File: src/rtl/slist_pkg.sv
// shared types, codes and constants of the sequential list engine
package slist_pkg;

  // default list capacity
  localparam int CAPACITY_DEF = 64;

  // fixed field widths of the beats
  localparam int CMD_W   = 3;
  localparam int POS_W   = 7;
  localparam int VAL_W   = 8;
  localparam int STAT_W  = 3;
  localparam int FIDX_W  = 6;
  localparam int COUNT_W = 7;

  // command codes
  typedef enum logic [CMD_W-1:0] {
    CMD_CLEAR   = 3'd0,
    CMD_INSERT  = 3'd1,
    CMD_DEL_IDX = 3'd2,
    CMD_READ    = 3'd3,
    CMD_FIND    = 3'd4,
    CMD_DEL_VAL = 3'd5,
    CMD_MIN     = 3'd6,
    CMD_INS_MAX = 3'd7
  } cmd_t;

  // status codes
  typedef enum logic [STAT_W-1:0] {
    ST_OK        = 3'd0,
    ST_RANGE     = 3'd1,
    ST_FULL      = 3'd2,
    ST_NOT_FOUND = 3'd3,
    ST_EMPTY     = 3'd4
  } status_t;

  // sequencer states
  typedef enum logic [2:0] {
    S_IDLE,
    S_SCAN,
    S_SHUP,
    S_PUT,
    S_DONE
  } state_t;

endpackage

File: src/rtl/sequential_list_engine_unit.sv
// top level of the sequential list engine: sequencer, count register and element ram
// one command at a time: in_stall is high from acceptance until the result is loaded into the
// output register (which may still wait on out_stall); the next is taken in the cycle after.
// clear and errors go straight to the result; inserts shift the tail up from the top, then write
// the new element; read, delete at index, find, delete value and minimum scan the list forward;
// insert after max scans for the maximum, then shifts and inserts behind it; scans and shifts move
// one element per cycle through the single ram read and write port pair.
// reset (synchronous, active high) empties the list; the ram itself is not cleared.
module sequential_list_engine_unit #(
  parameter int CAPACITY = slist_pkg::CAPACITY_DEF
) (
  input  logic                         clk,
  input  logic                         rst,
  input  logic                         in_valid,
  output logic                         in_stall,
  input  logic [slist_pkg::CMD_W-1:0]  cmd,
  input  logic [slist_pkg::POS_W-1:0]  position,
  input  logic [slist_pkg::VAL_W-1:0]  item_value,
  output logic                         out_valid,
  input  logic                         out_stall,
  output logic [slist_pkg::STAT_W-1:0] status,
  output logic [slist_pkg::VAL_W-1:0]  read_value,
  output logic [slist_pkg::FIDX_W-1:0] found_index,
  output logic [slist_pkg::COUNT_W-1:0] removed_count,
  output logic [slist_pkg::COUNT_W-1:0] list_count,
  output logic                         is_empty,
  output logic                         is_full
);

  localparam int AW = $clog2(CAPACITY);
  localparam int CW = $clog2(CAPACITY + 1);
  localparam int XW = (CW > slist_pkg::POS_W) ? CW : slist_pkg::POS_W;
  localparam int VW = slist_pkg::VAL_W;

  // control registers
  slist_pkg::state_t state, state_next;
  logic [CW-1:0] count, count_next;
  logic          pend, pend_next;

  // work registers
  slist_pkg::cmd_t    cmd_r, cmd_r_next;
  slist_pkg::status_t stat, stat_next;
  logic [VW-1:0] val_r, val_r_next;
  logic [CW-1:0] idx, idx_next;
  logic [CW-1:0] at, at_next;
  logic [CW-1:0] scan_end, scan_end_next;
  logic [AW-1:0] pend_idx, pend_idx_next;
  logic [CW-1:0] k, k_next;
  logic [CW-1:0] removed, removed_next;
  logic [AW-1:0] best, best_next;
  logic [VW-1:0] best_v, best_v_next;
  logic          found, found_next;
  logic [AW-1:0] fidx, fidx_next;
  logic [VW-1:0] rdval, rdval_next;

  // ram port signals
  logic          ram_we;
  logic [AW-1:0] ram_waddr;
  logic [VW-1:0] ram_wdata;
  logic [AW-1:0] ram_raddr;
  logic [VW-1:0] ram_rdata;

  logic          out_load;
  logic          slot_free;
  logic          full;
  logic [XW-1:0] pos_x;
  logic [XW-1:0] cnt_x;
  logic [CW-1:0] idx_dec;

  slist_ram #(
    .WIDTH (VW),
    .DEPTH (CAPACITY)
  ) u_ram (
    .clk   (clk),
    .we    (ram_we),
    .waddr (ram_waddr),
    .wdata (ram_wdata),
    .raddr (ram_raddr),
    .rdata (ram_rdata)
  );

  assign in_stall  = (state != slist_pkg::S_IDLE);
  assign slot_free = !out_valid || !out_stall;
  assign full      = (count == CW'(CAPACITY));
  assign pos_x     = XW'(position);
  assign cnt_x     = XW'(count);
  assign idx_dec   = idx - 1'b1;

  // sequencer: next state, work registers and ram accesses
  always_comb begin
    state_next    = state;
    count_next    = count;
    pend_next     = pend;
    cmd_r_next    = cmd_r;
    stat_next     = stat;
    val_r_next    = val_r;
    idx_next      = idx;
    at_next       = at;
    scan_end_next = scan_end;
    pend_idx_next = pend_idx;
    k_next        = k;
    removed_next  = removed;
    best_next     = best;
    best_v_next   = best_v;
    found_next    = found;
    fidx_next     = fidx;
    rdval_next    = rdval;
    ram_we        = 1'b0;
    ram_waddr     = '0;
    ram_wdata     = '0;
    ram_raddr     = '0;
    out_load      = 1'b0;

    unique case (state)
      slist_pkg::S_IDLE: begin
        if (in_valid) begin
          cmd_r_next   = slist_pkg::cmd_t'(cmd);
          val_r_next   = item_value;
          stat_next    = slist_pkg::ST_OK;
          rdval_next   = '0;
          fidx_next    = '0;
          removed_next = '0;
          found_next   = 1'b0;
          k_next       = '0;
          best_next    = '0;
          best_v_next  = '0;
          pend_next    = 1'b0;
          state_next   = slist_pkg::S_DONE;
          unique case (slist_pkg::cmd_t'(cmd)) inside
            slist_pkg::CMD_CLEAR: begin
              count_next = '0;
            end
            slist_pkg::CMD_INSERT: begin
              if (full) begin
                stat_next = slist_pkg::ST_FULL;
              end else if (pos_x > cnt_x) begin
                stat_next = slist_pkg::ST_RANGE;
              end else begin
                at_next    = CW'(position);
                idx_next   = count;
                state_next = slist_pkg::S_SHUP;
              end
            end
            default: begin
              if (count == '0) begin
                stat_next = slist_pkg::ST_EMPTY;
              end else begin
                unique case (slist_pkg::cmd_t'(cmd)) inside
                  slist_pkg::CMD_DEL_IDX, slist_pkg::CMD_READ: begin
                    if (pos_x >= cnt_x) begin
                      stat_next = slist_pkg::ST_RANGE;
                    end else begin
                      at_next       = CW'(position);
                      idx_next      = CW'(position);
                      scan_end_next = (slist_pkg::cmd_t'(cmd) == slist_pkg::CMD_READ) ?
                                      CW'(position) + 1'b1 : count;
                      state_next    = slist_pkg::S_SCAN;
                    end
                  end
                  slist_pkg::CMD_INS_MAX: begin
                    if (full) begin
                      stat_next = slist_pkg::ST_FULL;
                    end else begin
                      idx_next      = '0;
                      scan_end_next = count;
                      state_next    = slist_pkg::S_SCAN;
                    end
                  end
                  default: begin
                    idx_next      = '0;
                    scan_end_next = count;
                    state_next    = slist_pkg::S_SCAN;
                  end
                endcase
              end
            end
          endcase
        end
      end

      slist_pkg::S_SCAN: begin
        // issue the next forward read
        if (idx < scan_end) begin
          ram_raddr     = idx[AW-1:0];
          pend_next     = 1'b1;
          pend_idx_next = idx[AW-1:0];
          idx_next      = idx + 1'b1;
        end else begin
          pend_next = 1'b0;
        end
        // act on the element read last cycle
        if (pend) begin
          case (cmd_r)
            slist_pkg::CMD_DEL_IDX: begin
              if (pend_idx == at[AW-1:0]) begin
                rdval_next = ram_rdata;
              end else begin
                ram_we    = 1'b1;
                ram_waddr = pend_idx - 1'b1;
                ram_wdata = ram_rdata;
              end
            end
            slist_pkg::CMD_READ: begin
              rdval_next = ram_rdata;
            end
            slist_pkg::CMD_FIND: begin
              if (ram_rdata == val_r && !found) begin
                found_next = 1'b1;
                fidx_next  = pend_idx;
              end
            end
            slist_pkg::CMD_DEL_VAL: begin
              if (ram_rdata == val_r) begin
                removed_next = removed + 1'b1;
              end else begin
                ram_we    = 1'b1;
                ram_waddr = k[AW-1:0];
                ram_wdata = ram_rdata;
                k_next    = k + 1'b1;
              end
            end
            slist_pkg::CMD_MIN: begin
              if (pend_idx == '0 || ram_rdata <= best_v) begin
                best_next   = pend_idx;
                best_v_next = ram_rdata;
              end
            end
            slist_pkg::CMD_INS_MAX: begin
              if (pend_idx == '0 || ram_rdata >= best_v) begin
                best_next   = pend_idx;
                best_v_next = ram_rdata;
              end
            end
            default: ;
          endcase
        end
        // scan finished: settle the command
        if (idx >= scan_end && !pend) begin
          state_next = slist_pkg::S_DONE;
          case (cmd_r)
            slist_pkg::CMD_DEL_IDX: begin
              count_next = count - 1'b1;
            end
            slist_pkg::CMD_FIND: begin
              stat_next = found ? slist_pkg::ST_OK : slist_pkg::ST_NOT_FOUND;
            end
            slist_pkg::CMD_DEL_VAL: begin
              count_next = k;
              stat_next  = (removed == '0) ? slist_pkg::ST_NOT_FOUND : slist_pkg::ST_OK;
            end
            slist_pkg::CMD_MIN: begin
              fidx_next = best;
            end
            slist_pkg::CMD_INS_MAX: begin
              at_next    = CW'(best) + 1'b1;
              idx_next   = count;
              state_next = slist_pkg::S_SHUP;
            end
            default: ;
          endcase
        end
      end

      slist_pkg::S_SHUP: begin
        // read downward from the top, write one place higher in the next cycle
        if (idx > at) begin
          ram_raddr     = idx_dec[AW-1:0];
          pend_next     = 1'b1;
          pend_idx_next = idx_dec[AW-1:0];
          idx_next      = idx_dec;
        end else begin
          pend_next = 1'b0;
        end
        if (pend) begin
          ram_we    = 1'b1;
          ram_waddr = pend_idx + 1'b1;
          ram_wdata = ram_rdata;
        end
        if (idx <= at && !pend) begin
          state_next = slist_pkg::S_PUT;
        end
      end

      slist_pkg::S_PUT: begin
        // place the new element in the opened gap
        ram_we     = 1'b1;
        ram_waddr  = at[AW-1:0];
        ram_wdata  = val_r;
        count_next = count + 1'b1;
        state_next = slist_pkg::S_DONE;
      end

      slist_pkg::S_DONE: begin
        if (slot_free) begin
          out_load   = 1'b1;
          state_next = slist_pkg::S_IDLE;
        end
      end

      default: begin
        state_next = slist_pkg::S_IDLE;
      end
    endcase
  end

  // control state
  always_ff @(posedge clk) begin
    if (rst) begin
      state     <= slist_pkg::S_IDLE;
      count     <= '0;
      pend      <= 1'b0;
      out_valid <= 1'b0;
    end else begin
      state <= state_next;
      count <= count_next;
      pend  <= pend_next;
      if (out_load) begin
        out_valid <= 1'b1;
      end else if (!out_stall) begin
        out_valid <= 1'b0;
      end
    end
  end

  // work and output payload
  always_ff @(posedge clk) begin
    cmd_r    <= cmd_r_next;
    stat     <= stat_next;
    val_r    <= val_r_next;
    idx      <= idx_next;
    at       <= at_next;
    scan_end <= scan_end_next;
    pend_idx <= pend_idx_next;
    k        <= k_next;
    removed  <= removed_next;
    best     <= best_next;
    best_v   <= best_v_next;
    found    <= found_next;
    fidx     <= fidx_next;
    rdval    <= rdval_next;
    if (out_load) begin
      status        <= stat;
      read_value    <= rdval;
      found_index   <= slist_pkg::FIDX_W'(fidx);
      removed_count <= slist_pkg::COUNT_W'(removed);
      list_count    <= slist_pkg::COUNT_W'(count);
      is_empty      <= (count == '0);
      is_full       <= full;
    end
  end

endmodule

File: src/rtl/slist_ram.sv
// generic single-write, single-read ram with registered read data
module slist_ram #(
  parameter int WIDTH = 8,
  parameter int DEPTH = 64
) (
  input  logic                     clk,
  input  logic                     we,
  input  logic [$clog2(DEPTH)-1:0] waddr,
  input  logic [WIDTH-1:0]         wdata,
  input  logic [$clog2(DEPTH)-1:0] raddr,
  output logic [WIDTH-1:0]         rdata
);

  logic [WIDTH-1:0] mem [DEPTH];

  // write port and registered read port
  always_ff @(posedge clk) begin
    if (we) begin
      mem[waddr] <= wdata;
    end
    rdata <= mem[raddr];
  end

endmodule

File: config.mk
export PLATFORM = sky130hd
export DESIGN_NAME = sequential_list_engine_unit
export DESIGN_NICKNAME = d
export VERILOG_FILES = /design/src/rtl/slist_pkg.sv /design/src/rtl/sequential_list_engine_unit.sv /design/src/rtl/slist_ram.sv
export SDC_FILE = /design/constraint.sdc
export NUM_CORES = 1
export LEC_CHECK = 0
export ABC_AREA = 1
export BUFFER_PORTS_ARGS = -buffer_cell sky130_fd_sc_hd__buf_2
export CAP_MARGIN = 20
export CORE_ASPECT_RATIO = 1.75
export CORE_MARGIN = 2
export CORE_UTILIZATION = 45
export CTS_CLUSTER_DIAMETER = 60
export CTS_CLUSTER_SIZE = 28
export DETAILED_ROUTE_END_ITERATION = 7
export GPL_ROUTABILITY_DRIVEN = 0
export PLACE_DENSITY = 0.71
export REMOVE_ABC_BUFFERS = 1
export SLEW_MARGIN = 30
export SYNTH_ARGS = -nofsm -noshare
export SYNTH_HDL_FRONTEND = slang
export SYNTH_SLANG_ARGS = --single-unit
File: constraint.sdc
create_clock -name clk -period 6.6 [get_ports clk]
set_input_delay 0.66 -clock clk [delete_from_list [all_inputs] [get_ports clk]]
set_output_delay 0.66 -clock clk [all_outputs]
set_load 0.05 [all_outputs]
==> results.tsv <==
metric	value	unit
hold_ws	0.214	ns
antenna_found_initial	5	
finalWorstPathRequiredPeriod	4.35	ns
power.clock.fraction	19.9	%
grt_setup_unrepaired	no	
yosys_warnings	0	
internal-power	0.00671	W
syn_avg_cell_area	10.5	µm²
total_leakage_power	12.3	nW
critical_path_required	7.12	ns
ys_dominant_reg_cell	sky130_fd_sc_hd__edfxtp_1	
htree_levels	1	
grt_pass1_wl	124000	µm
setup_viol	0	
power.total	0.0106	W
drtIter0Drc	2106	
run_status	complete, no violations	
cts_tree	built	
detailroute.via_count	21500	
finalWorstSetupSlack	2.25	ns
synthesized_area	30500	µm²
instances_no_fill	3792	
share_seq_of_total_power	50.0	%
endpoint_kind	flip-flop	
grt_util_all_layers	23.3	%
first_global_vias	20700	
async_reset_ff_share	0	%
final_hold_viol_count	0	
final.setup_skew	0.0237	ns
syn_inst	2902	
ys_seq_elements	649	
synth.cells.most_frequent	629 x sky130_fd_sc_hd__edfxtp_1, 587 x sky130_fd_sc_hd__nand3_1, 441 x sky130_fd_sc_hd__nand2_1	
pin_count_of_the_biggest_net_entering_global_routing	194	
clock_latency	0.62	ns
post_route_cells_drive_above_1_share	6.50	%
synth.most_common_cell	sky130_fd_sc_hd__edfxtp_1	
clock.fmax	230	MHz
remaining_drc_errors	0	
dp_slack	2.28	ns
relSlewSlack	29.1	%
post-place-cells	3737	
placementRows	126	
numPortBuffers	56	
ys_top_cells_by_area	sky130_fd_sc_hd__edfxtp_1 62%, sky130_fd_sc_hd__nand3_1 9.6%, sky130_fd_sc_hd__nand2_1 5.4%	
p_switching	0.00392	W
globalRouteMet3Util	2.19	%
period_share	65.9	%
dpl_cell_area	31700	µm²
post-dp-hpwl	54000	µm
hold_buffers	0	
syn_to_final_growth	6.82	%
setup.worst_path.class	flip-flop to flip-flop	
cts.root.buffer_cell	sky130_fd_sc_hd__clkbuf_16	
grt_busiest_layer	met2	
critical_path.startpoint_type	flip-flop	
cts_buffers	28	
dieArea	69900	µm²
wire_per_inst	21.8	µm
max_cap_violations	0	
global_route.overflow_total	0	
die_width	201	µm
total_i_o_pin_count	57	
drt_first_pass_iters	5	
totalWireLength	82600	µm
share_of_power_burned_in_combinational_logic	30.1	%
number_of_buffers_added_for_setup_after_cts	0	
grt_util_met1	25.6	%
cts.path.max_buffers	3	
design.core.area	67200	µm²
synthDominantAreaCellType	sky130_fd_sc_hd__edfxtp_1	
ys_seq_area_share	63.3	%
synth_edf_count	629	
filler_cell_count	6103	
grt.met2_usage	42.0	%
initial_utilization	45.3	%
cts.sinks	649	
synth.lib_cells_used.distinct	52	
post_cts.resized_instances	0	
vias_per_cell	5.66	
switching_power_share_of_the_total	36.9	%
worst-endpoint-arrival	4.87	ns
drtAntennaViolNets	0	
crit_fanout	99	
netlist.area_leader.share	62.0	%
max-vdd-ir-drop	346	µV
die_height	348	µm
tightest_slew	1.06	ns
num-nets-final	2936	
holdCritPathClass	input pin to flip-flop	
finalInstanceArea	32500	µm²
slew_violations	0	
power_per_cell_area	327	nW/µm²
clk_transition_reported_paths	0.12	ns
[state kept, by name, indices dropped and copies added, names as in the netlist, 8 cells and up]
name	cells
u_ram.mem	512
read_value	8
u_ram.rdata	8
rdval	8
best_v	8
val_r	8
[layout by cell type, fill, tap and decap left out, types with 3 or more instances in the layout]
cell type                   instances
sky130_fd_sc_hd__o211ai_1           6
sky130_fd_sc_hd__xnor2_1            4
sky130_fd_sc_hd__buf_12             4
sky130_fd_sc_hd__o22ai_4            8
sky130_fd_sc_hd__buf_8              3
sky130_fd_sc_hd__nand3_1          587
sky130_fd_sc_hd__nand3_2            5
sky130_fd_sc_hd__clkbuf_1          16
sky130_fd_sc_hd__nand3b_1         188
sky130_fd_sc_hd__ha_1              43
sky130_fd_sc_hd__nor2_1           155
sky130_fd_sc_hd__a211oi_1          11
sky130_fd_sc_hd__a31oi_1            5
sky130_fd_sc_hd__inv_2             11
sky130_fd_sc_hd__nand2_2            8
sky130_fd_sc_hd__nor2_4             4
sky130_fd_sc_hd__o21ai_1            4
sky130_fd_sc_hd__clkbuf_16         29
sky130_fd_sc_hd__nor3_1            20
sky130_fd_sc_hd__a21oi_1           47
sky130_fd_sc_hd__edfxtp_1         629
sky130_fd_sc_hd__nand2_1          440
sky130_fd_sc_hd__xor2_1            18
sky130_fd_sc_hd__nor4_1             8
sky130_fd_sc_hd__dfxtp_1           20
sky130_fd_sc_hd__nand4_1           13
sky130_fd_sc_hd__o21ai_0           55
sky130_fd_sc_hd__o22ai_1           14
sky130_fd_sc_hd__buf_4             26
sky130_fd_sc_hd__buf_2             56
sky130_fd_sc_hd__o22ai_2            3
sky130_fd_sc_hd__nor2_2             3
sky130_fd_sc_hd__diode_2            4
sky130_fd_sc_hd__inv_1            407
[metal layers]
metal  share of wire [%]  vias to the layer above
met5                   0                        -
met4                 8.0                        0
met3                 6.1                      265
met2                  51                     1013
met1                  35                    10300
li1                    -                     9906
[worst paths after layout]
| kind | from | slack (ns) | to | cells past startpoint |
|---|---|---|---|---|
| min reg2reg | rdval[7]$_DFFE_PP_ | 0.43 | read_value[7]$_DFFE_PP_ | 0 |
| max reg2reg | idx[4]$_DFFE_PP_ | 2.25 | u_ram.rdata[2]$_DFF_P_ | 15 |
| max | idx[4]$_DFFE_PP_ | 2.25 | u_ram.rdata[2]$_DFF_P_ | 15 |
| min | item_value[7] | 0.21 | val_r[7]$_DFFE_PP_ | 1 |
[critical path: stages (launching register included)]
cell                       delay, ns
sky130_fd_sc_hd__edfxtp_1       0.53
sky130_fd_sc_hd__ha_1           0.36
sky130_fd_sc_hd__nand2_1        0.05
sky130_fd_sc_hd__nor2_1         0.16
sky130_fd_sc_hd__nand2_1        0.08
sky130_fd_sc_hd__nand2_1        0.16
sky130_fd_sc_hd__nand4_4        0.63
sky130_fd_sc_hd__nand2_8        0.84
sky130_fd_sc_hd__buf_12         0.36
sky130_fd_sc_hd__nand2_1        0.08
sky130_fd_sc_hd__nand3_1        0.08
sky130_fd_sc_hd__nand3_1        0.21
sky130_fd_sc_hd__nand3_1        0.19
sky130_fd_sc_hd__nand3_1        0.20
sky130_fd_sc_hd__nand3_1        0.18
sky130_fd_sc_hd__nand2_1        0.07
[metrics by stage]
| stage | util, % | TNS (ns) |
|---|---|---|
| after global routing | 48.4 | 0 |
| after detailed placement | 47.1 | 0 |
| after CTS | 48.4 | 0 |
| final | 48.4 | 0 |
| after floorplan | - | -19.65 |
| after global placement | 47.0 | 0 |
[logic make-up (layout without fill, tap and decap cells)]
kind of cell / Yosys count / count (layout) / synth area share (%)
compound gates: 173 / 173 / 3.45
xor+xnor: 22 / 22 / 0.633
fa+ha+maj: 43 / 43 / 1.77
buf+inv: 573 / 563 / 7.66
flops: 649 / 649 / 63.3
other cells: 0 / 4 / 0
simple gates: 1442 / 1442 / 23.2
[power by group through the flow]
stage	registers [W]	clock network [W]	logic, W
floorplan	0.00545	0	0.00192
global placement	0.00539	0	0.00310
detailed placement	0.00539	0	0.00316
CTS	0.00530	0.00213	0.00317
global route	0.00534	0.00226	0.00350
finish	0.00531	0.00212	0.00320
[final cells by class]
type                            instances  area [µm²]  area share [%]
Antenna cell                            4        10.0          0.0308
Clock buffer                           46         800            2.46
Clock inverter                          5        58.8           0.181
Inverter                              422        1590            4.89
Multi-Input combinational cell       1680        9040            27.8
Sequential cell                       649       19300            59.3
Tap cell                              896        1120            3.45
Timing Repair Buffer                   90         628            1.93
No activity file was read; power rests on OpenSTA's default activity.
